--- src/design/sphi_pkg.sv ---
// Package for the ray and unit sphere intersection block: field widths,
// request and result structs, and the lane records passed along the cell rows.
// Depends on nothing.
`default_nettype none
package sphi_pkg;

  // Coordinate format of the ray fields.
  localparam int COORD_BITS = 16;
  localparam int FRAC_BITS  = 12;

  // Fixed formats of the registers and the result.
  localparam int RSQ_W       = 32;
  localparam int RADIUS_FRAC = 24;
  localparam int MIN_W       = 16;
  localparam int OUT_FRAC    = 16;
  localparam int DIST_W      = 32;

  // Derived arithmetic widths.
  localparam int PROD_W = 2 * COORD_BITS;
  localparam int A_W    = 2 * COORD_BITS;
  localparam int B_W    = 2 * COORD_BITS + 2;
  localparam int CD_W   = 2 * COORD_BITS + 1;
  localparam int CMAG_W = 2 * COORD_BITS;
  localparam int DISC_W = 4 * COORD_BITS;
  localparam int AR_W   = A_W + RSQ_W;
  localparam int SQ_N   = DISC_W / 2;
  localparam int NUM_W  = B_W + 1;
  localparam int THR_W  = MIN_W + 1 + A_W;
  localparam int R_SHIFT = 2 * FRAC_BITS - RADIUS_FRAC;

  localparam logic [DIST_W-1:0] DIST_MAX = '1;
  localparam logic [RSQ_W-1:0]  RSQ_RESET = RSQ_W'(32'h0100_0000);
  localparam logic [MIN_W-1:0]  MIN_RESET = MIN_W'(7);

  // Configuration register indexes.
  typedef enum logic [0:0] {
    CFG_RADIUS_SQUARED = 1'b0,
    CFG_MIN_DISTANCE   = 1'b1
  } cfg_idx_t;

  typedef struct packed {
    logic signed [COORD_BITS-1:0] origin_x;
    logic signed [COORD_BITS-1:0] origin_y;
    logic signed [COORD_BITS-1:0] origin_z;
    logic signed [COORD_BITS-1:0] dir_x;
    logic signed [COORD_BITS-1:0] dir_y;
    logic signed [COORD_BITS-1:0] dir_z;
  } in_req_t;

  typedef struct packed {
    logic              hit;
    logic [DIST_W-1:0] distance;
  } out_res_t;

  // Record carried along the square root row, one bit pair per cell.
  typedef struct packed {
    logic                  ok;
    logic signed [B_W-1:0] b;
    logic [A_W-1:0]        a;
    logic [DISC_W-1:0]     x;
    logic [SQ_N+1:0]       rem;
    logic [SQ_N-1:0]       root;
  } sqrt_lane_t;

  // Record carried along the divider row, one quotient bit per cell.
  typedef struct packed {
    logic              hit;
    logic              sat;
    logic [A_W-1:0]    a;
    logic [DIST_W-1:0] d;
    logic [A_W:0]      rem;
    logic [DIST_W-1:0] q;
  } div_lane_t;

  // Brings r squared to the scale of the products of two coordinates.
  function automatic logic [RSQ_W-1:0] align_radius(input logic [RSQ_W-1:0] r);
    logic [RSQ_W-1:0] res;
    if (R_SHIFT >= 0) begin
      res = r << R_SHIFT;
    end else begin
      res = r >> (-R_SHIFT);
    end
    return res;
  endfunction

endpackage
`default_nettype wire

--- src/design/sphi_sqrt_cell.sv ---
// One cell of the square root row: settles one root bit per cycle.
// Depends on sphi_pkg.
`default_nettype none
module sphi_sqrt_cell (
  input  wire logic                clk,
  input  wire logic                rst_n,
  input  wire logic                lane_vld_i,
  input  wire sphi_pkg::sqrt_lane_t lane_i,
  output logic                     lane_vld_o,
  output sphi_pkg::sqrt_lane_t     lane_o
);

  logic                  vld_r;
  sphi_pkg::sqrt_lane_t  lane_r, lane_nxt;
  logic [sphi_pkg::SQ_N+1:0] rem_t, trial;

  always_comb begin
    lane_nxt = lane_i;
    rem_t    = {lane_i.rem[sphi_pkg::SQ_N-1:0], lane_i.x[sphi_pkg::DISC_W-1 -: 2]};
    trial    = {lane_i.root, 2'b01};
    lane_nxt.x = lane_i.x << 2;
    if (rem_t >= trial) begin
      lane_nxt.rem  = rem_t - trial;
      lane_nxt.root = {lane_i.root[sphi_pkg::SQ_N-2:0], 1'b1};
    end else begin
      lane_nxt.rem  = rem_t;
      lane_nxt.root = {lane_i.root[sphi_pkg::SQ_N-2:0], 1'b0};
    end
  end

  always_ff @(posedge clk) begin
    if (!rst_n) begin
      vld_r <= 1'b0;
    end else begin
      vld_r <= lane_vld_i;
    end
  end

  always_ff @(posedge clk) begin
    lane_r <= lane_nxt;
  end

  assign lane_vld_o = vld_r;
  assign lane_o     = lane_r;

endmodule
`default_nettype wire

--- config.mk ---
export PLATFORM = sky130hd
export DESIGN_NAME = sphi_sqrt_cell
export DESIGN_NICKNAME = d
export VERILOG_FILES = /design/src/design/sphi_pkg.sv /design/src/design/sphi_sqrt_cell.sv
export SDC_FILE = /design/constraint.sdc
export NUM_CORES = 1
export LEC_CHECK = 0
export BUFFER_PORTS_ARGS = -buffer_cell sky130_fd_sc_hd__clkbuf_2
export CORE_ASPECT_RATIO = 1.1
export CORE_MARGIN = 1.5
export CORE_UTILIZATION = 25
export DETAILED_ROUTE_END_ITERATION = 10
export GPL_TIMING_DRIVEN = 0
export PLACE_DENSITY = 0.52
export SLEW_MARGIN = 20
export SYNTH_ARGS = -nofsm -noshare
export SYNTH_HDL_FRONTEND = slang
export SYNTH_SLANG_ARGS = --single-unit
--- constraint.sdc ---
create_clock -name clk -period 3.5 [get_ports clk]
set_input_delay 0.7 -clock clk [delete_from_list [all_inputs] [get_ports clk]]
set_output_delay 0.7 -clock clk [all_outputs]
set_load 0.005 [all_outputs]
==> results of run 1 <==
[kinds of logic (layout without fill, tap and decap cells)]
group                      count (synthesis)  in the layout
other                                      1              2
and+or+nand+nor                          117            117
DFF                                      196            196
buffers and inverters                     64            489
xor gates and xnor gates                  27             27
adders and majority gates                 34             34
AOI/OAI and AO/OA                        144            144
[per-layer routing]
layer | track usage (%) | up-vias
met2 | 30.4 | 231
met5 | 0 | -
met4 | 5.18 | 6
met1 | 18.5 | 2541
met3 | 7.98 | 22
li1 | - | 2822
[area by class of cell]
cell class	count	area, um^2
Timing Repair Buffer	393	1970
Clock inverter	15	175
Multi-Input combinational cell	324	2180
Fill cell	2599	15800
Tap cell	315	394
Sequential cell	196	3920
Buffer	15	98.8
Clock buffer	17	425
Inverter	49	184
[placed cells by master (no fill, tap or decap), types with 3 or more instances in the layout]
cell type / n
dfxtp_1: 196
a21oi_1: 36
and2_1: 3
a31oi_1: 3
clkbuf_1: 6
inv_6: 3
nand4_1: 7
buf_6: 3
nor2_1: 21
clkbuf_2: 394
o211ai_1: 4
xnor2_1: 14
nand2_1: 53
clkbuf_16: 17
nand2b_1: 3
o21a_1: 5
a211oi_1: 5
nor3_1: 3
inv_1: 49
o21ai_0: 30
xor2_1: 13
o21ai_1: 16
buf_4: 5
a21o_1: 11
o21bai_1: 6
nor4_1: 4
nand3_1: 11
ha_1: 34
inv_8: 5
[sequential cells by signal, summed over array words and instances (netlist names)]
| name | cells |
|---|---|
| lane_vld_o | 1 |
| lane_o | 195 |
[where the power goes]
part	total, uW	leakage (uW)	internal [uW]	switching (uW)
Clock	2030	0.000294	1030	994
Combinational	864	0.00286	390	474
Sequential	2450	0.00165	2400	43.5
[metrics by stage]
stage | area (um^2) | hold slack, ns | instances | power [uW]
4_1_cts | 9350 | 0.332 | 1324 | 5430
5_1_grt | 9350 | 0.333 | 1324 | 5600
6_report | 9350 | 0.359 | 1324 | 5340
3_5_place_dp | 8750 | 0.804 | 1292 | 3370
3_3_place_gp | 8750 | 0.803 | 1292 | 3370
2_1_floorplan | 6390 | 0.728 | 584 | 2930
[synth_stat cells, types with 3 or more instances]
master and instances:
nor3_1 3, nor2_1 21, nand3_1 11, clkbuf_1 6, dfxtp_1 196, xnor2_1 14
a211oi_1 5, o21ai_0 30, nand2_1 53, ha_1 34, a21oi_1 36, buf_4 5
a21o_1 11, inv_1 49, o211ai_1 4, xor2_1 13, nand2b_1 3, o21a_1 5
o21ai_1 16, a31oi_1 3, nor4_1 4, o21bai_1 6, nand4_1 7, and2_1 3
buf_6 3
[worst max path at each step]
stage / slack (ns) / depth (start not counted) / endpoint / start
final: 0.48 / 11 / lane_o[45] / lane_i[9]
after detailed placement: 0.008 / 11 / lane_o[45] / lane_i[9]
after floorplan: 0.75 / 12 / lane_o[57] / lane_i[9]
after CTS: 0.48 / 11 / lane_o[45] / lane_i[9]
after global routing: 0.29 / 12 / lane_o[53] / lane_i[17]
after global placement: 0.03 / 11 / lane_o[53] / lane_i[9]
==> impl_results.md, run 1 <==
- Vias/cell: 4.25
- Hold Fails Final Rpt: 0
- Worst Hold Class: in -> reg
- Critical Path, Cell by Cell: clkbuf_2, inv_1, ha_1, a211o_1, a21oi_2, o211ai_1, a221oi_2, nor2_1, a21boi_1, clkbuf_1, o21ai_0
- Worst Hold Path EP: lane_o[153]
- Post-synthesis xor/xnor area fraction: 3.70%
- TritonRoute pass-1 iters: 4
- DIE AREA: 0.0265 mm^2
- First-pass GRT wire length: 33,300 um
- Register area share after synthesis: 61.5%
- # IOs: slightly below 400
- Minimum clock period: 3.02 ns
- Final Cycle Share: ~86%
- Post-synth cell types: 60
- Final setup fails: 0
- Pre-CTS WS: 0.00846 ns
- Residual DRC: 0
- Area Overhead vs Synth: 46.5%
- Starting Density: 25.3%
- Worst path required time: 3.79 ns
- Compound-cell area share of the yosys netlist: around 15%
- Initial antenna violation count: 2
- Die Wd: 155 um
- Metal2 WL: 11,600 um
- Adder-Cell Fraction of Synth Area: 6.66%
- H-tree depth: 4
- Root buf cell: clkbuf_16
- Largest net degree at the start of global routing: 21
- CTS buffer count: 17
- Slew @ Worst Pin: 0.553 ns
- Post-detail-place hpwl: just under 20,000 um
- Rel. slew slack: 62.2%
- Grt ovf: 0
- Resized cells post-CTS: 0
- Flops & latches, synth: slightly below 200
- Outcome: complete, no violations
- Number of global-route vias before repair: 5,553
- Crit path arrival time: 3.31 ns
- CTS Sinks: 196
- Ys async rst share: 0%
- WHS Path Cells: 1
- Post-Syn Area per Cell: 10.9 um^2
- Primary FF master, synth: dfxtp_1
- Share of post-route cells with drive strength above 1: around 44%
- PwrDens: 571 mW/mm^2
- Synthesis Warnings: 0
- Crit path launch type: input port
- Cell leakage power: 0.00481 uW
- Area contributors post-synth: dfxtp_1 61%, ha_1 6.7%, nand2_1 3.1%
- Leading area contributor after synthesis: dfxtp_1
- WL final: 23,600 um
- Final worst slack: 0.484 ns
- Routed Antenna Nets: 0
- Core Region: roughly 0.025 mm^2
- Met1 wire length: 9120 um
- Post-layout nets: 1,230
- Drt initial violations: approximately 240
- Fmax: approximately 330 MHz
- Multiplexer area fraction after synthesis: 0%
- Slowest cell on the critical path: a221oi_2
- Final setup TNS: 0 ns
- Max Buffers Root-to-Sink: 2
- Antenna diodes: 0
- RSZ-0062 raised after global routing: no
- Max incr delay on CP: 0.43 ns
- Final GP Congestion: approximately 0.8
- Crit Path Category: in -> reg
- Setup Fix Bufs, Post-CTS: 0
- DIE HEIGHT: roughly 170 um
- Via count: between 5,000 and 6,000
- Hold_buf cts: 0
- HP Start: lane_i[153]
- Number of flops mapped to enable cells by yosys: 0
- Worst-path clk slew: roughly 0.08 ns
- Max Slew Vio Count: 0
- Syn Std Cell Area: ~0.0064 mm^2
- Total global-route track usage: 17.3%
- Bufs and invs on worst path: 3
- CTS tree: yes
- FP Rows: 61
- Post-Synthesis Cells: 583
- Worst IR Drop VDD: about 0.00027 V
- # port buffers: 393
- Max_cap viols: 0
- Largest family of logic cells by synthesized area: compound AO/OA/AOI/OAI gates
- Post-Synth Simple-Gate Area: 8.82%
- Worst setup EP type: flip-flop
- CP max FO: 10
- Synth top area share: 61.5%
- Top sig layer: met5
- Wirelength per Cell: 17.8 um
- Family with the most delay on the worst path: compound AO/OA/AOI/OAI gates
- WL met3: 2420 um
- Final Util: 37.1%
Power figures use the tool's default switching activity.
==> inputs of run 2 (changes only) <==
--- a/config.mk
+++ b/config.mk
@@ -6,12 +6,11 @@
 export NUM_CORES = 1
 export LEC_CHECK = 0
 export BUFFER_PORTS_ARGS = -buffer_cell sky130_fd_sc_hd__clkbuf_2
-export CORE_ASPECT_RATIO = 1.1
-export CORE_MARGIN = 1.5
-export CORE_UTILIZATION = 25
+export CORE_AREA = 2 2 155 157
 export DETAILED_ROUTE_END_ITERATION = 10
+export DIE_AREA = 0 0 157 159
 export GPL_TIMING_DRIVEN = 0
-export PLACE_DENSITY = 0.52
+export PLACE_DENSITY = 0.56
 export SLEW_MARGIN = 20
 export SYNTH_ARGS = -nofsm -noshare
 export SYNTH_HDL_FRONTEND = slang
==> impl_results.md, run 2 (same netlist as run 1, synthesis figures left out) <==
- Max_cap viols: 0
- Cell Int Power: ~3800 uW
- Crit path launch type: input port
- CTS buffer count: 17
- Max reg flops: just under 200
- Slowest cell on the critical path: clkbuf_1
- Worst-path clk slew: 0.09 ns
- Residual DRC: 0
- Max incr delay on CP: around 0.44 ns
- Most frequent cells in the layout: 394 x clkbuf_2, 196 x dfxtp_1, 53 x nand2_1
- Post-detail-place hpwl: roughly 20,000 um
- Number of global-route vias before repair: 5,821
- Comb pwr share: ~16%
- Hold Fails Final Rpt: 0
- Sw Share: 29.8%
- CTS Sinks: 196
- Final Util: roughly two fifths
- Worst Hold Class: in -> reg
- # IOs: around 400
- Storage cell area: between 0.003 and 0.004 mm^2
- Via count: 5,660
- Starting Density: 27.5%
- Hold_buf cts: 0
- # port buffers: 393
- Final Cycle Share: 85.6%
- Share of post-route cells with drive strength above 1: 44.4%
- Outcome: complete, no violations
- Setup Fix Bufs, Post-CTS: 0
- Area of the multi-input gates: 0.00218 mm^2
- Fmax: 334 MHz
- PwrDens: slightly below 600 mW/mm^2
- Resized cells post-CTS: 0
- CTS tree: yes
- H-tree depth: 4
- Post-layout nets: 1,230
- CP max FO: 10
- Initial antenna violation count: 4
- WL final: 23,600 um
- Minimum clock period: 3.00 ns
- Total power: 5420 uW
- DIE HEIGHT: 159 um
- Final setup fails: 0
- Total global-route track usage: 18.6%
- Slew @ Worst Pin: 0.524 ns
- Drt initial violations: 179
- Clock power frac: 39.0%
- Largest net degree at the start of global routing: 25
- Max Slew Vio Count: 0
- Worst IR Drop VDD: around 0.00035 V
- Rel. slew slack: 65.1%
- Sequential share of power: 45.1%
- Routed Antenna Nets: 0
- Crit path arrival time: 3.29 ns
- Filler cell count in the final layout: around 2,300
- RSZ-0062 raised after global routing: no
- Core Region: 0.0232 mm^2
- Root buf cell: clkbuf_16
- Area Overhead vs Synth: 47.4%
- First-pass GRT wire length: 34,400 um
- Final GP Congestion: roughly 0.84
- Wirelength per Cell: 17.7 um
- Worst path required time: 3.79 ns
- Critical Path, Cell by Cell: clkbuf_2, inv_1, ha_1, clkbuf_1, a21oi_1, o21ai_0, nand2b_1, a221oi_2, nor2_1, a21boi_1, clkbuf_1, o21ai_0
- Vias/cell: 4.26
- Psw: ~1600 uW
- FP Rows: 56
- Max Buffers Root-to-Sink: 2
- Die Wd: 157 um
- Cell leakage power: around 0.0048 uW
- Grt ovf: 0
- Most common cell after layout, fill and taps aside: clkbuf_2
- WHS Path Cells: 1
- Crit Path Category: in -> reg
- DIE AREA: 0.0250 mm^2
- TritonRoute pass-1 iters: 4
- WHS: 0.358 ns
- Worst setup EP type: flip-flop
[run 2: changes by cell type in the layout (fill, tap and decap cells not counted), sizes merged]
cell	before	now
clkinv	3	8
inv	59	56
bufinv	1	0
clkinvlp	1	0
diode	0	1
[run 2: critical path, delay by kind of cell]
kind,cells,cell delay (ns)
AO/OA/AOI/OAI,5,1.20
buffers and inverters,4,0.81
AND/OR/NAND/NOR,2,0.28
adder cells (fa/ha/maj),1,0.27
[run 2: metal layers]
layer  GRT usage [%]  vias up  share of wire, %
li1                -     2819                 -
met1            20.2     2583                39
met2            32.7      219                49
met3            7.62       33               9.2
met4            5.88        6               2.4
met5               0        -              0.17
[run 2: power groups by stage]
stage	clock, uW	sequential, uW	combinational [uW]
after floorplan	0	2520	405
after global placement	0	2500	872
after detailed placement	0	2500	873
after CTS	2170	2450	881
after global routing	2260	2460	961
final	2110	2450	863
[run 2: area by class of cell]
type	count	share of cell area [%]
Antenna cell	1	0.0266
Clock inverter	15	2.45
Buffer	15	1.05
Sequential cell	196	41.7
Multi-Input combinational cell	324	23.2
Clock buffer	17	4.52
Inverter	49	1.95
Tap cell	319	4.24
Timing Repair Buffer	393	20.9
[run 2: path summary, 6_finish.rpt]
| kind | start | end | slack (ns) |
|---|---|---|---|
| hold / removal | lane_i[174] | lane_o[174] | 0.36 |
| setup / recovery | lane_i[17] | lane_o[53] | 0.50 |
[run 2: through the flow]
step	cells	worst slack, ns	area, um^2	setup TNS, ns
6_report	1329	0.504	9410	0
2_1_floorplan	584	0.746	6390	0
3_5_place_dp	1296	0.000278	8750	0
3_3_place_gp	1296	-0.0252	8750	-0.0252
4_1_cts	1328	0.461	9410	0
5_1_grt	1328	0.202	9410	0
