===== src/design/sphi_pkg.sv =====
// Package for the ray and unit sphere intersection block: field widths,
// request and result structs, and the lane records passed along the cell rows.
// Depends on nothing.
`default_nettype none
package sphi_pkg;

  // Coordinate format of the ray fields.
  localparam int COORD_BITS = 16;
  localparam int FRAC_BITS  = 12;

  // Fixed formats of the registers and the result.
  localparam int RSQ_W       = 32;
  localparam int RADIUS_FRAC = 24;
  localparam int MIN_W       = 16;
  localparam int OUT_FRAC    = 16;
  localparam int DIST_W      = 32;

  // Derived arithmetic widths.
  localparam int PROD_W = 2 * COORD_BITS;
  localparam int A_W    = 2 * COORD_BITS;
  localparam int B_W    = 2 * COORD_BITS + 2;
  localparam int CD_W   = 2 * COORD_BITS + 1;
  localparam int CMAG_W = 2 * COORD_BITS;
  localparam int DISC_W = 4 * COORD_BITS;
  localparam int AR_W   = A_W + RSQ_W;
  localparam int SQ_N   = DISC_W / 2;
  localparam int NUM_W  = B_W + 1;
  localparam int THR_W  = MIN_W + 1 + A_W;
  localparam int R_SHIFT = 2 * FRAC_BITS - RADIUS_FRAC;

  localparam logic [DIST_W-1:0] DIST_MAX = '1;
  localparam logic [RSQ_W-1:0]  RSQ_RESET = RSQ_W'(32'h0100_0000);
  localparam logic [MIN_W-1:0]  MIN_RESET = MIN_W'(7);

  // Configuration register indexes.
  typedef enum logic [0:0] {
    CFG_RADIUS_SQUARED = 1'b0,
    CFG_MIN_DISTANCE   = 1'b1
  } cfg_idx_t;

  typedef struct packed {
    logic signed [COORD_BITS-1:0] origin_x;
    logic signed [COORD_BITS-1:0] origin_y;
    logic signed [COORD_BITS-1:0] origin_z;
    logic signed [COORD_BITS-1:0] dir_x;
    logic signed [COORD_BITS-1:0] dir_y;
    logic signed [COORD_BITS-1:0] dir_z;
  } in_req_t;

  typedef struct packed {
    logic              hit;
    logic [DIST_W-1:0] distance;
  } out_res_t;

  // Record carried along the square root row, one bit pair per cell.
  typedef struct packed {
    logic                  ok;
    logic signed [B_W-1:0] b;
    logic [A_W-1:0]        a;
    logic [DISC_W-1:0]     x;
    logic [SQ_N+1:0]       rem;
    logic [SQ_N-1:0]       root;
  } sqrt_lane_t;

  // Record carried along the divider row, one quotient bit per cell.
  typedef struct packed {
    logic              hit;
    logic              sat;
    logic [A_W-1:0]    a;
    logic [DIST_W-1:0] d;
    logic [A_W:0]      rem;
    logic [DIST_W-1:0] q;
  } div_lane_t;

  // Brings r squared to the scale of the products of two coordinates.
  function automatic logic [RSQ_W-1:0] align_radius(input logic [RSQ_W-1:0] r);
    logic [RSQ_W-1:0] res;
    if (R_SHIFT >= 0) begin
      res = r << R_SHIFT;
    end else begin
      res = r >> (-R_SHIFT);
    end
    return res;
  endfunction

endpackage
`default_nettype wire


===== src/design/sphi_div_cell.sv =====
// One cell of the restoring divider row: settles one quotient bit per cycle.
// Depends on sphi_pkg.
`default_nettype none
module sphi_div_cell (
  input  wire logic               clk,
  input  wire logic               rst_n,
  input  wire logic               lane_vld_i,
  input  wire sphi_pkg::div_lane_t lane_i,
  output logic                    lane_vld_o,
  output sphi_pkg::div_lane_t     lane_o
);

  logic                 vld_r;
  sphi_pkg::div_lane_t  lane_r, lane_nxt;
  logic [sphi_pkg::A_W:0] rem_t;

  always_comb begin
    lane_nxt   = lane_i;
    rem_t      = {lane_i.rem[sphi_pkg::A_W-1:0], lane_i.d[sphi_pkg::DIST_W-1]};
    lane_nxt.d = lane_i.d << 1;
    if (rem_t >= {1'b0, lane_i.a}) begin
      lane_nxt.rem = rem_t - {1'b0, lane_i.a};
      lane_nxt.q   = {lane_i.q[sphi_pkg::DIST_W-2:0], 1'b1};
    end else begin
      lane_nxt.rem = rem_t;
      lane_nxt.q   = {lane_i.q[sphi_pkg::DIST_W-2:0], 1'b0};
    end
  end

  always_ff @(posedge clk) begin
    if (!rst_n) begin
      vld_r <= 1'b0;
    end else begin
      vld_r <= lane_vld_i;
    end
  end

  always_ff @(posedge clk) begin
    lane_r <= lane_nxt;
  end

  assign lane_vld_o = vld_r;
  assign lane_o     = lane_r;

endmodule
`default_nettype wire


===== config.mk =====
export PLATFORM = sky130hd
export DESIGN_NAME = sphi_div_cell
export DESIGN_NICKNAME = d
export VERILOG_FILES = /design/src/design/sphi_pkg.sv /design/src/design/sphi_div_cell.sv
export SDC_FILE = /design/constraint.sdc
export NUM_CORES = 1
export LEC_CHECK = 0
export ABC_AREA = 1
export BUFFER_PORTS_ARGS = -buffer_cell sky130_fd_sc_hd__buf_2
export CAP_MARGIN = 0
export CORE_MARGIN = 8
export CORE_UTILIZATION = 47
export CTS_BUF_LIST = sky130_fd_sc_hd__clkbuf_16
export DETAILED_ROUTE_END_ITERATION = 8
export PLACE_DENSITY = 0.82
export SLEW_MARGIN = 20
export SYNTH_ARGS = -nofsm -noshare
export SYNTH_HDL_FRONTEND = slang
export SYNTH_SLANG_ARGS = --single-unit

===== constraint.sdc =====
create_clock -name clk -period 2.5 [get_ports clk]
set_input_delay 0.375 -clock clk [delete_from_list [all_inputs] [get_ports clk]]
set_output_delay 0.375 -clock clk [all_outputs]
set_load 0.01 [all_outputs]

==> results of run 1 <==
-- cell type report --
type / instances / area, um^2
fill: 1147 / 4460
sequential: 131 / 2620
multi-input combinational: 521 / 2560
timing repair buffer: 269 / 1360
inverter: 172 / 646
clock buffer: 17 / 425
tap: 172 / 215
clock inverter: 15 / 170
antenna: 1 / 2.50
-- how the worst max path moves through the flow --
stage	startpoint	end	slack, ns	depth (start not counted)
floorplan	lane_i[99]	lane_o[57]	0.64	16
global placement	lane_i[114]	lane_o[45]	0.15	11
detailed placement	lane_i[121]	lane_o[39]	0.13	11
CTS	lane_i[121]	lane_o[51]	0.54	11
global route	lane_i[104]	lane_o[59]	0.30	15
finish	lane_i[121]	lane_o[39]	0.51	11
-- flip-flops by register name, indices dropped and copies added, names as in the netlist --
name and count:
lane_o 130, lane_vld_o 1
-- through the flow --
step / setup slack [ns] / cell area, um^2
floorplan: 0.644 / 5920
global placement: 0.153 / 7410
detailed placement: 0.132 / 7410
CTS: 0.536 / 8010
global route: 0.298 / 8010
finish: 0.507 / 8010
-- cell families after synthesis --
logic type / count (synthesis) / share of synthesized area
compound gates: 22 / 0.0190
xor+xnor: 15 / 0.0222
fa+ha+maj: 33 / 0.0710
buf+inv: 186 / 0.124
flops: 131 / 0.443
other cells: 1 / 0.000633
simple gates: 450 / 0.320
-- layer usage --
metal	track usage	wire length, um
met2	0.421	9890
met5	0	0
met4	0.122	752
met3	0.0674	1700
met1	0.250	7460
-- report_power, final --
part	internal, mW	switching [mW]
registers	2.28	0.0429
logic	0.453	0.738
clock network	1.50	1.01
total	4.23	1.79
-- critical path, delay by kind of cell --
family                   cells  cell delay [ns]
AND/OR/NAND/NOR              8             1.40
adder cells (fa/ha/maj)      1             0.39
buffers and inverters        2             0.15
-- layout by cell type (no fill, tap or decap), types with 2 or more instances in the layout --
| cell | count |
|---|---|
| dfxtp_1 | 131 |
| nor2_1 | 36 |
| xor2_1 | 14 |
| bufinv_16 | 2 |
| and2_1 | 4 |
| clkinv_4 | 3 |
| nand4_1 | 36 |
| a21oi_1 | 20 |
| inv_6 | 7 |
| nand3_1 | 30 |
| nor3_1 | 6 |
| buf_2 | 262 |
| inv_1 | 172 |
| nor3_2 | 2 |
| nand2_1 | 327 |
| buf_4 | 7 |
| clkbuf_16 | 17 |
| nor2_2 | 3 |
| ha_1 | 32 |
| nand3_2 | 2 |
==> results.yml, run 1 <==
routing:
  firstDrtPassIters: 5
  drt-total-wl_um: 19800
  viasPerCell: 4.60
  drt_iter0_markers: 234
  drc: 0
  wire_per_inst_um: 15.3
  vias: 5974
  antenna_left: 0
job:
  cap_viol_max_count: 0
cts:
  ctsHoldBuffers: 0
  cts_setup_buffers: 0
  cts_max_level: 4
  path_clk_slew_ns: 0.06
  cts_made_buffers: 17
  cts_tree: "done"
  cts_root_buffer: "clkbuf_16"
  clock-sinks: 131
  cts_resized: 0
  clockBufferDepth: 2
hold_path:
  hold_end: "lane_o[68]"
  hold_start: "lane_i[67]"
  hp-class: "in2reg"
  min_path_cells: 1
power_and_ir_drop:
  finalPower_mw: 6.02
  power_density_nw_per_um2: 752
  ir_drop_mv: 0.404
  power.leakage_nw: 4.83
floorplan:
  die_h_um: 128
  num_rows: 41
  floorplan.initialDensity: 0.475
  core-area_um2: 12500
  ios: 266
  die_w_um: 128
  dieArea_um2: 16400
global_route:
  grt_max_degree: 35
  grt_overflow: 0
  grt_usage: 0.237
  grt_antenna_before_repair: 1
  grt_pass1_vias: 5894
  grt_first_pass_wirelength_um: 30200
setup_path:
  worstSetupEndpointType: "flop"
  arrival_ns: 2.36
  slowest_stage: "ha_1"
  crit_chain: "buf_2 -> inv_1 -> ha_1 -> nand2_1 -> nor2_1 -> nand2_1 -> nor2_1 -> nand3_2 -> nand3_4 -> nand2_1 -> nand2_1"
  required_ns: 2.87
  worst-setup-path-type: "in2reg"
  worst_path_most_repeated_cell: "nand2_1"
  cp-start-kind: "input port"
  slowest_delay_ns: 0.39
  critPathMaxFanout: 34
logic_synthesis:
  synthTopCellsByCount: "nand2_1, inv_1, dfxtp_1"
  syn_area_um2: 5920
  syn_area_per_cell_um2: 7.07
  synth_ff_type: "dfxtp_1"
  yosysMostFrequentCell: "nand2_1"
  synth_top_area_cell: "dfxtp_1"
  ys_seq_area_frac: 0.443
  synthesis.nets: 1005
  ys_ff_latch: 131
  synth.distinct_cells: 28
  yosys.area.top_type_share: 0.443
  ys_top_cells_by_area: "dfxtp_1, nand2_1, inv_1, ha_1, nand4_1"
  synthCells: 838
  postSynth.asyncResetShare: 0
  synth_edf_count: 0
  synth_warnings: 0
timing:
  fin_crit_sh: 0.797
  setup_viol: 0
  finalCriticalPeriod_ns: 1.99
  whs_ns: 0.0463
  hold_violations: 0
  max_freq_mhz: 502
  slew_violations: 0
  fin_tns_setup_ns: 0
  rsz0062_at_grt: "no"
run_status:
  run_status: "complete, no violations"
layout:
  final_nets: 1279
  syn_to_final_growth_pct: 35.2
  layout.cells.non_filler: 1298
  drive_gt1_frac: 0.277
  fin_util: 0.642
placed_design:
  dp_hpwl_um: 15900
  placed_cells: 1265
  place.gp.congestion: 0.898
  port_buffers: 262
Power figures use the tool's default switching activity.
==> run 2, diff against run 1 <==
--- a/config.mk
+++ b/config.mk
@@ -9,10 +9,10 @@
 export BUFFER_PORTS_ARGS = -buffer_cell sky130_fd_sc_hd__buf_2
 export CAP_MARGIN = 0
 export CORE_MARGIN = 8
-export CORE_UTILIZATION = 47
+export CORE_UTILIZATION = 43
 export CTS_BUF_LIST = sky130_fd_sc_hd__clkbuf_16
 export DETAILED_ROUTE_END_ITERATION = 8
-export PLACE_DENSITY = 0.82
+export PLACE_DENSITY = 0.79
 export SLEW_MARGIN = 20
 export SYNTH_ARGS = -nofsm -noshare
 export SYNTH_HDL_FRONTEND = slang
==> constraint.sdc (replaced) <==
create_clock -name clk -period 1.81 [get_ports clk]
set_input_delay 0.2715 -clock clk [delete_from_list [all_inputs] [get_ports clk]]
set_output_delay 0.2715 -clock clk [all_outputs]
set_load 0.01 [all_outputs]
==> run 2 against run 1 <==
Effect of this change:
- first-iteration DRC count is 19% higher
- via count grew 13%
- core utilization grew 6.9 points
- combinational power increased by 78%
- hold slack got worse by 0.014 ns
- critical path depth up 3
- non-clock buffer count grew 196
==> results.yml, run 2 (same netlist as run 1, synthesis figures left out) <==
floorplan:
  num_rows: 43
  ios: 266
  core-area_um2: 13700
  floorplan.initialDensity: 0.433
  die_w_um: 133
  die_h_um: 133
  dieArea_um2: 17800
setup_path:
  worst_path_most_repeated_cell: "nand2_1"
  crit_chain: "buf_2 -> inv_1 -> ha_1 -> nand2_1 -> buf_4 -> nor2_1 -> and2_1 -> nand2_1 -> nand2_1 -> nand2_1 -> nand3_1 -> nand2_1 -> nand2_1 -> nand2_1"
  slowest_delay_ns: 0.33
  critPathMaxFanout: 4
  cp-start-kind: "input port"
  cp_num_buf_inv: 3
  required_ns: 2.13
  worstSetupEndpointType: "flop"
  worst-setup-path-type: "in2reg"
  path_delay_family: "simple AND/OR/NAND/NOR gates"
  arrival_ns: 1.95
  slowest_stage: "ha_1"
routing:
  viasPerCell: 4.51
  firstDrtPassIters: 4
  drt-total-wl_um: 22800
  antenna_left: 0
  drc: 0
  vias: 6773
  wire_per_inst_um: 15.2
  drt_iter0_markers: 279
cts:
  path_clk_slew_ns: 0.06
  clockBufferDepth: 2
  cts_root_buffer: "clkbuf_16"
  clock-sinks: 131
  cts_max_level: 4
  cts_setup_buffers: 0
  cts_made_buffers: 17
  cts_tree: "done"
layout:
  layout.cells.non_filler: 1502
  syn_to_final_growth_pct: 64.3
  most-common-layout-cells: "nand2_1, buf_2, inv_1"
  final_nets: 1475
  drive_gt1_frac: 0.313
  fin_area_um2: 9730
  fin_util: 0.712
  mostFrequentLayoutCell: "nand2_1"
  largest_reg_flops: 130
global_route:
  grt_antenna_before_repair: 1
  grt_max_degree: 20
  grt_overflow: 0
  grt_pass1_vias: 6885
  grt_usage: 0.255
  grt_first_pass_wirelength_um: 35900
power_and_ir_drop:
  power_density_nw_per_um2: 890
  p_int_mw: 5.97
  comb_power_share: 0.245
  finalPower_mw: 8.66
  power.leakage_nw: 5.71
  switchingPower_mw: 2.69
  ir_drop_mv: 0.611
  p_sw_frac: 0.311
  seq_power_share: 0.372
  pwr-share-clk: 0.383
timing:
  fin_crit_sh: 0.901
  setup_viol: 0
  whs_ns: 0.0322
  finalCriticalPeriod_ns: 1.63
  max_freq_mhz: 613
  rsz0062_at_grt: "no"
  hold_violations: 0
  slew_violations: 0
hold_path:
  hold_start: "lane_vld_i"
  hp-class: "in2reg"
  min_path_cells: 3
  hold_end: "lane_vld_o"
placed_design:
  place.gp.congestion: 0.917
  placed_cells: 1373
  port_buffers: 262
  placed_area_um2: 8200
  dp_hpwl_um: 16800
run_status:
  run_status: "complete, no violations"
job:
  cap_viol_max_count: 0
==> run 2: cell count changes in the layout (fill, tap and decap cells not counted), moves of 2 or more <==
cell / previous run / this run
clkinv_4: 3 / 0
dlygate4sd3_1: 0 / 96
inv_8: 1 / 4
bufinv_16: 2 / 0
buf_12: 0 / 2
clkinv_2: 0 / 2
buf_4: 7 / 105
==> run 2: how the worst max path moves through the flow <==
stage	endpoint	start	cells past startpoint
2_1_floorplan	lane_o[57]	lane_i[99]	16
3_3_place_gp	lane_o[55]	lane_i[126]	11
3_5_place_dp	lane_o[61]	lane_i[114]	11
4_1_cts	lane_o[61]	lane_i[113]	16
5_1_grt	lane_o[56]	lane_i[113]	16
6_report	lane_o[63]	lane_i[105]	14
==> run 2: timing repair <==
action                                  in CTS  in global routing
gates resized for setup                      0                  1
endpoints found under the hold margin       96                  0
hold buffers                                96                  0
endpoints found under the setup margin       0                 11
==> run 2: power groups by stage <==
stage | sequential (mW) | clock [mW] | combinational (mW)
2_1_floorplan | 3.42 | 0 | 0.822
3_3_place_gp | 3.26 | 0 | 1.90
3_5_place_dp | 3.27 | 0 | 1.94
4_1_cts | 3.21 | 3.33 | 2.11
5_1_grt | 3.24 | 3.51 | 2.35
6_report | 3.22 | 3.32 | 2.12
==> run 2: layer usage <==
metal / wire length, um / GRT usage
met1: 9310 / 0.282
met2: 11200 / 0.450
met3: 1430 / 0.0633
met4: 826 / 0.113
met5: 0 / 0
==> run 2: area by class of cell <==
type	instances	area [um^2]
Clock inverter	15	139
Sequential cell	131	2620
Multi-Input combinational cell	521	2560
Timing Repair Buffer	465	3100
Inverter	172	646
Antenna cell	1	2.50
Tap cell	180	225
Fill cell	1120	3940
Clock buffer	17	425
==> run 2: metrics by stage <==
| stage | worst slack, ns | TNS, ns |
|---|---|---|
| floorplan | 0.0573 | 0 |
| global placement | -0.187 | -5.64 |
| detailed placement | -0.247 | -7.19 |
| CTS | 0.198 | 0 |
| global route | 0.0178 | 0 |
| finish | 0.179 | 0 |
==> run 3, diff against run 2 <==
--- a/config.mk
+++ b/config.mk
@@ -5,14 +5,13 @@
 export SDC_FILE = /design/constraint.sdc
 export NUM_CORES = 1
 export LEC_CHECK = 0
-export ABC_AREA = 1
 export BUFFER_PORTS_ARGS = -buffer_cell sky130_fd_sc_hd__buf_2
 export CAP_MARGIN = 0
 export CORE_MARGIN = 8
-export CORE_UTILIZATION = 43
+export CORE_UTILIZATION = 41
 export CTS_BUF_LIST = sky130_fd_sc_hd__clkbuf_16
 export DETAILED_ROUTE_END_ITERATION = 8
-export PLACE_DENSITY = 0.79
+export PLACE_DENSITY = 0.78
 export SLEW_MARGIN = 20
 export SYNTH_ARGS = -nofsm -noshare
 export SYNTH_HDL_FRONTEND = slang
==> run 3 against run 2 <==
Effect of this change:
- global-route usage is 3.1 points higher
- maximum frequency is 24% lower
- cell area is 1.6% higher
- routed wire length is 11% higher
- sequential power hardly changed
- the flow now finishes with violations (setup timing)
- count of clock-buffer cells in the layout stayed put
==> results.yml, run 3 <==
run_status:
  run_status: "finished with violations"
  violations: "setup timing"
layout:
  fin_area_um2: 9880
  largest_reg_flops: 130
  final_nets: 1169
  syn_to_final_growth_pct: 92.0
  fin_util: 0.796
  most-common-layout-cells: "buf_2, dfxtp_1, buf_4"
  drive_gt1_frac: 0.521
  seq_area_um2: 2620
  nFillCells: 739
  mostFrequentLayoutCell: "buf_2"
  multi_input_area_um2: 2830
setup_path:
  worst-setup-path-type: "in2reg"
  cp-start-kind: "input port"
  worstSetupEndpointType: "flop"
  cp_num_buf_inv: 3
  path_delay_family: "compound AO/OA/AOI/OAI gates"
  slowest_stage: "a31oi_1"
  slowest_delay_ns: 0.30
  crit_chain: "buf_8 -> inv_4 -> ha_4 -> buf_4 -> o211ai_1 -> a21oi_4 -> o211a_1 -> o211ai_1 -> nand2_1 -> a31oi_1 -> xnor2_1 -> mux2_4"
  required_ns: 2.12
  critPathMaxFanout: 4
  worst_path_most_repeated_cell: "o211ai_1"
  arrival_ns: 2.45
floorplan:
  die_h_um: 128
  dieArea_um2: 16400
  num_rows: 41
  core-area_um2: 12400
  die_w_um: 128
  ios: 266
  floorplan.initialDensity: 0.414
logic_synthesis:
  ys_top_cells_by_area: "dfxtp_1, ha_1, a21oi_1, a21o_1, nor2_1"
  synth_edf_count: 0
  synthTopCellsByCount: "dfxtp_1, a21oi_1, nor2_1"
  ys_seq_area_frac: 0.510
  ys_ff_latch: 131
  syn_area_per_cell_um2: 9.89
  syn_area_um2: 5140
  yosysMostFrequentCell: "dfxtp_1"
  synthCells: 520
  postSynth.asyncResetShare: 0
  synth_warnings: 0
  synth_ff_type: "dfxtp_1"
  synthesis.nets: 687
  yosys.area.top_type_share: 0.510
  synth_top_area_cell: "dfxtp_1"
  synth.distinct_cells: 57
routing:
  drt_iter0_markers: 417
  vias: 6042
  antenna_left: 0
  drt-total-wl_um: 25300
  wire_per_inst_um: 21.3
  drc: 0
  viasPerCell: 5.09
  firstDrtPassIters: 5
global_route:
  grt_overflow: 0
  grt_max_degree: 17
  grt_pass1_vias: 6290
  use_met3: 0.0944
  grtUsageMet2: 0.500
  met1_usage: 0.292
  busiest_layer: "met2"
  grt_usage: 0.285
  grt_antenna_before_repair: 2
  grt_first_pass_wirelength_um: 35600
placed_design:
  place.gp.congestion: 0.872
  placed_area_um2: 7610
  dp_hpwl_um: 14500
  port_buffers: 262
  place_ws_ns: -0.680
timing:
  setup_viol: 34
  fin_tns_setup_ns: -5.81
  hold_violations: 0
  finalCriticalPeriod_ns: 2.15
  fin_crit_sh: 1.19
  setup_slack_ns: -0.338
  rsz0062_at_grt: "yes"
  slew_violations: 0
  max_freq_mhz: 465
cts:
  clock-sinks: 131
  cts_tree: "done"
  path_clk_slew_ns: 0.06
  cts_made_buffers: 17
  cts_root_buffer: "clkbuf_16"
  cts_max_level: 4
  clockBufferDepth: 2
power_and_ir_drop:
  ir_drop_mv: 0.574
  power.leakage_nw: 4.83
  finalPower_mw: 9.20
  power_density_nw_per_um2: 931
job:
  cap_viol_max_count: 0
hold_path:
  hp-class: "in2reg"
## run 3: cell types whose count changed in the layout (fill, tap and decap cells not counted), sizes merged, moves of 21 or more
cell / delta
a21oi: +34
nand3: -21
inv: -138
nand4: -29
nand2: -305
a21o: +22
## run 3: through the flow
stage | instances | hold WS [ns]
2_1_floorplan | 520 | 0.299
3_3_place_gp | 1044 | 0.374
3_5_place_dp | 1044 | 0.375
4_1_cts | 1183 | 0.0493
5_1_grt | 1188 | 0.0646
6_report | 1188 | 0.0734
## run 3: repair_timing
item                                    4_1_cts  5_1_grt
hold buffers                                 95        0
endpoints found under the setup margin       34       34
gates resized for setup                      88       43
gates cloned                                  1        1
pin swaps                                    17       19
hold endpoints to repair                     95        0
buffers inserted                             11        3
## run 3: layout make-up
type,instances,area share
antenna,1,0.000253
clock inverter,15,0.0163
sequential,131,0.265
tap,172,0.0218
inverter,41,0.0181
timing repair buffer,483,0.349
clock buffer,17,0.0431
multi-input combinational,328,0.286
## run 3: logic make-up after synthesis
group                      count (synthesis)  share of synthesized area
muxes                                      9                     0.0195
other                                      1                   0.000729
AOI/OAI and AO/OA                        131                      0.168
and+or+nand+nor                          130                      0.126
buffers and inverters                     61                     0.0535
DFF                                      131                      0.510
xor gates and xnor gates                  24                     0.0409
adders and majority gates                 33                     0.0817
## run 3: path summary, 6_finish.rpt
path | from | end | cells past startpoint
worst min-delay path | lane_vld_i | lane_vld_o | 2
worst max-delay path | lane_i[100] | lane_o[46] | 12
## run 3: metal layers
layer  routed length, um  vias to the layer above  part of all wire
met1                8930                     2832              0.35
met3                2170                      111             0.086
met2               12800                      346              0.51
met5                  12                        -           0.00047
li1                    -                     2751                 -
met4                1380                        2             0.055
## run 3: where the power goes
group / switching (mW) / internal, mW
combinational: 1.23 / 1.29
clock: 1.40 / 2.04
sequential: 0.0872 / 3.16
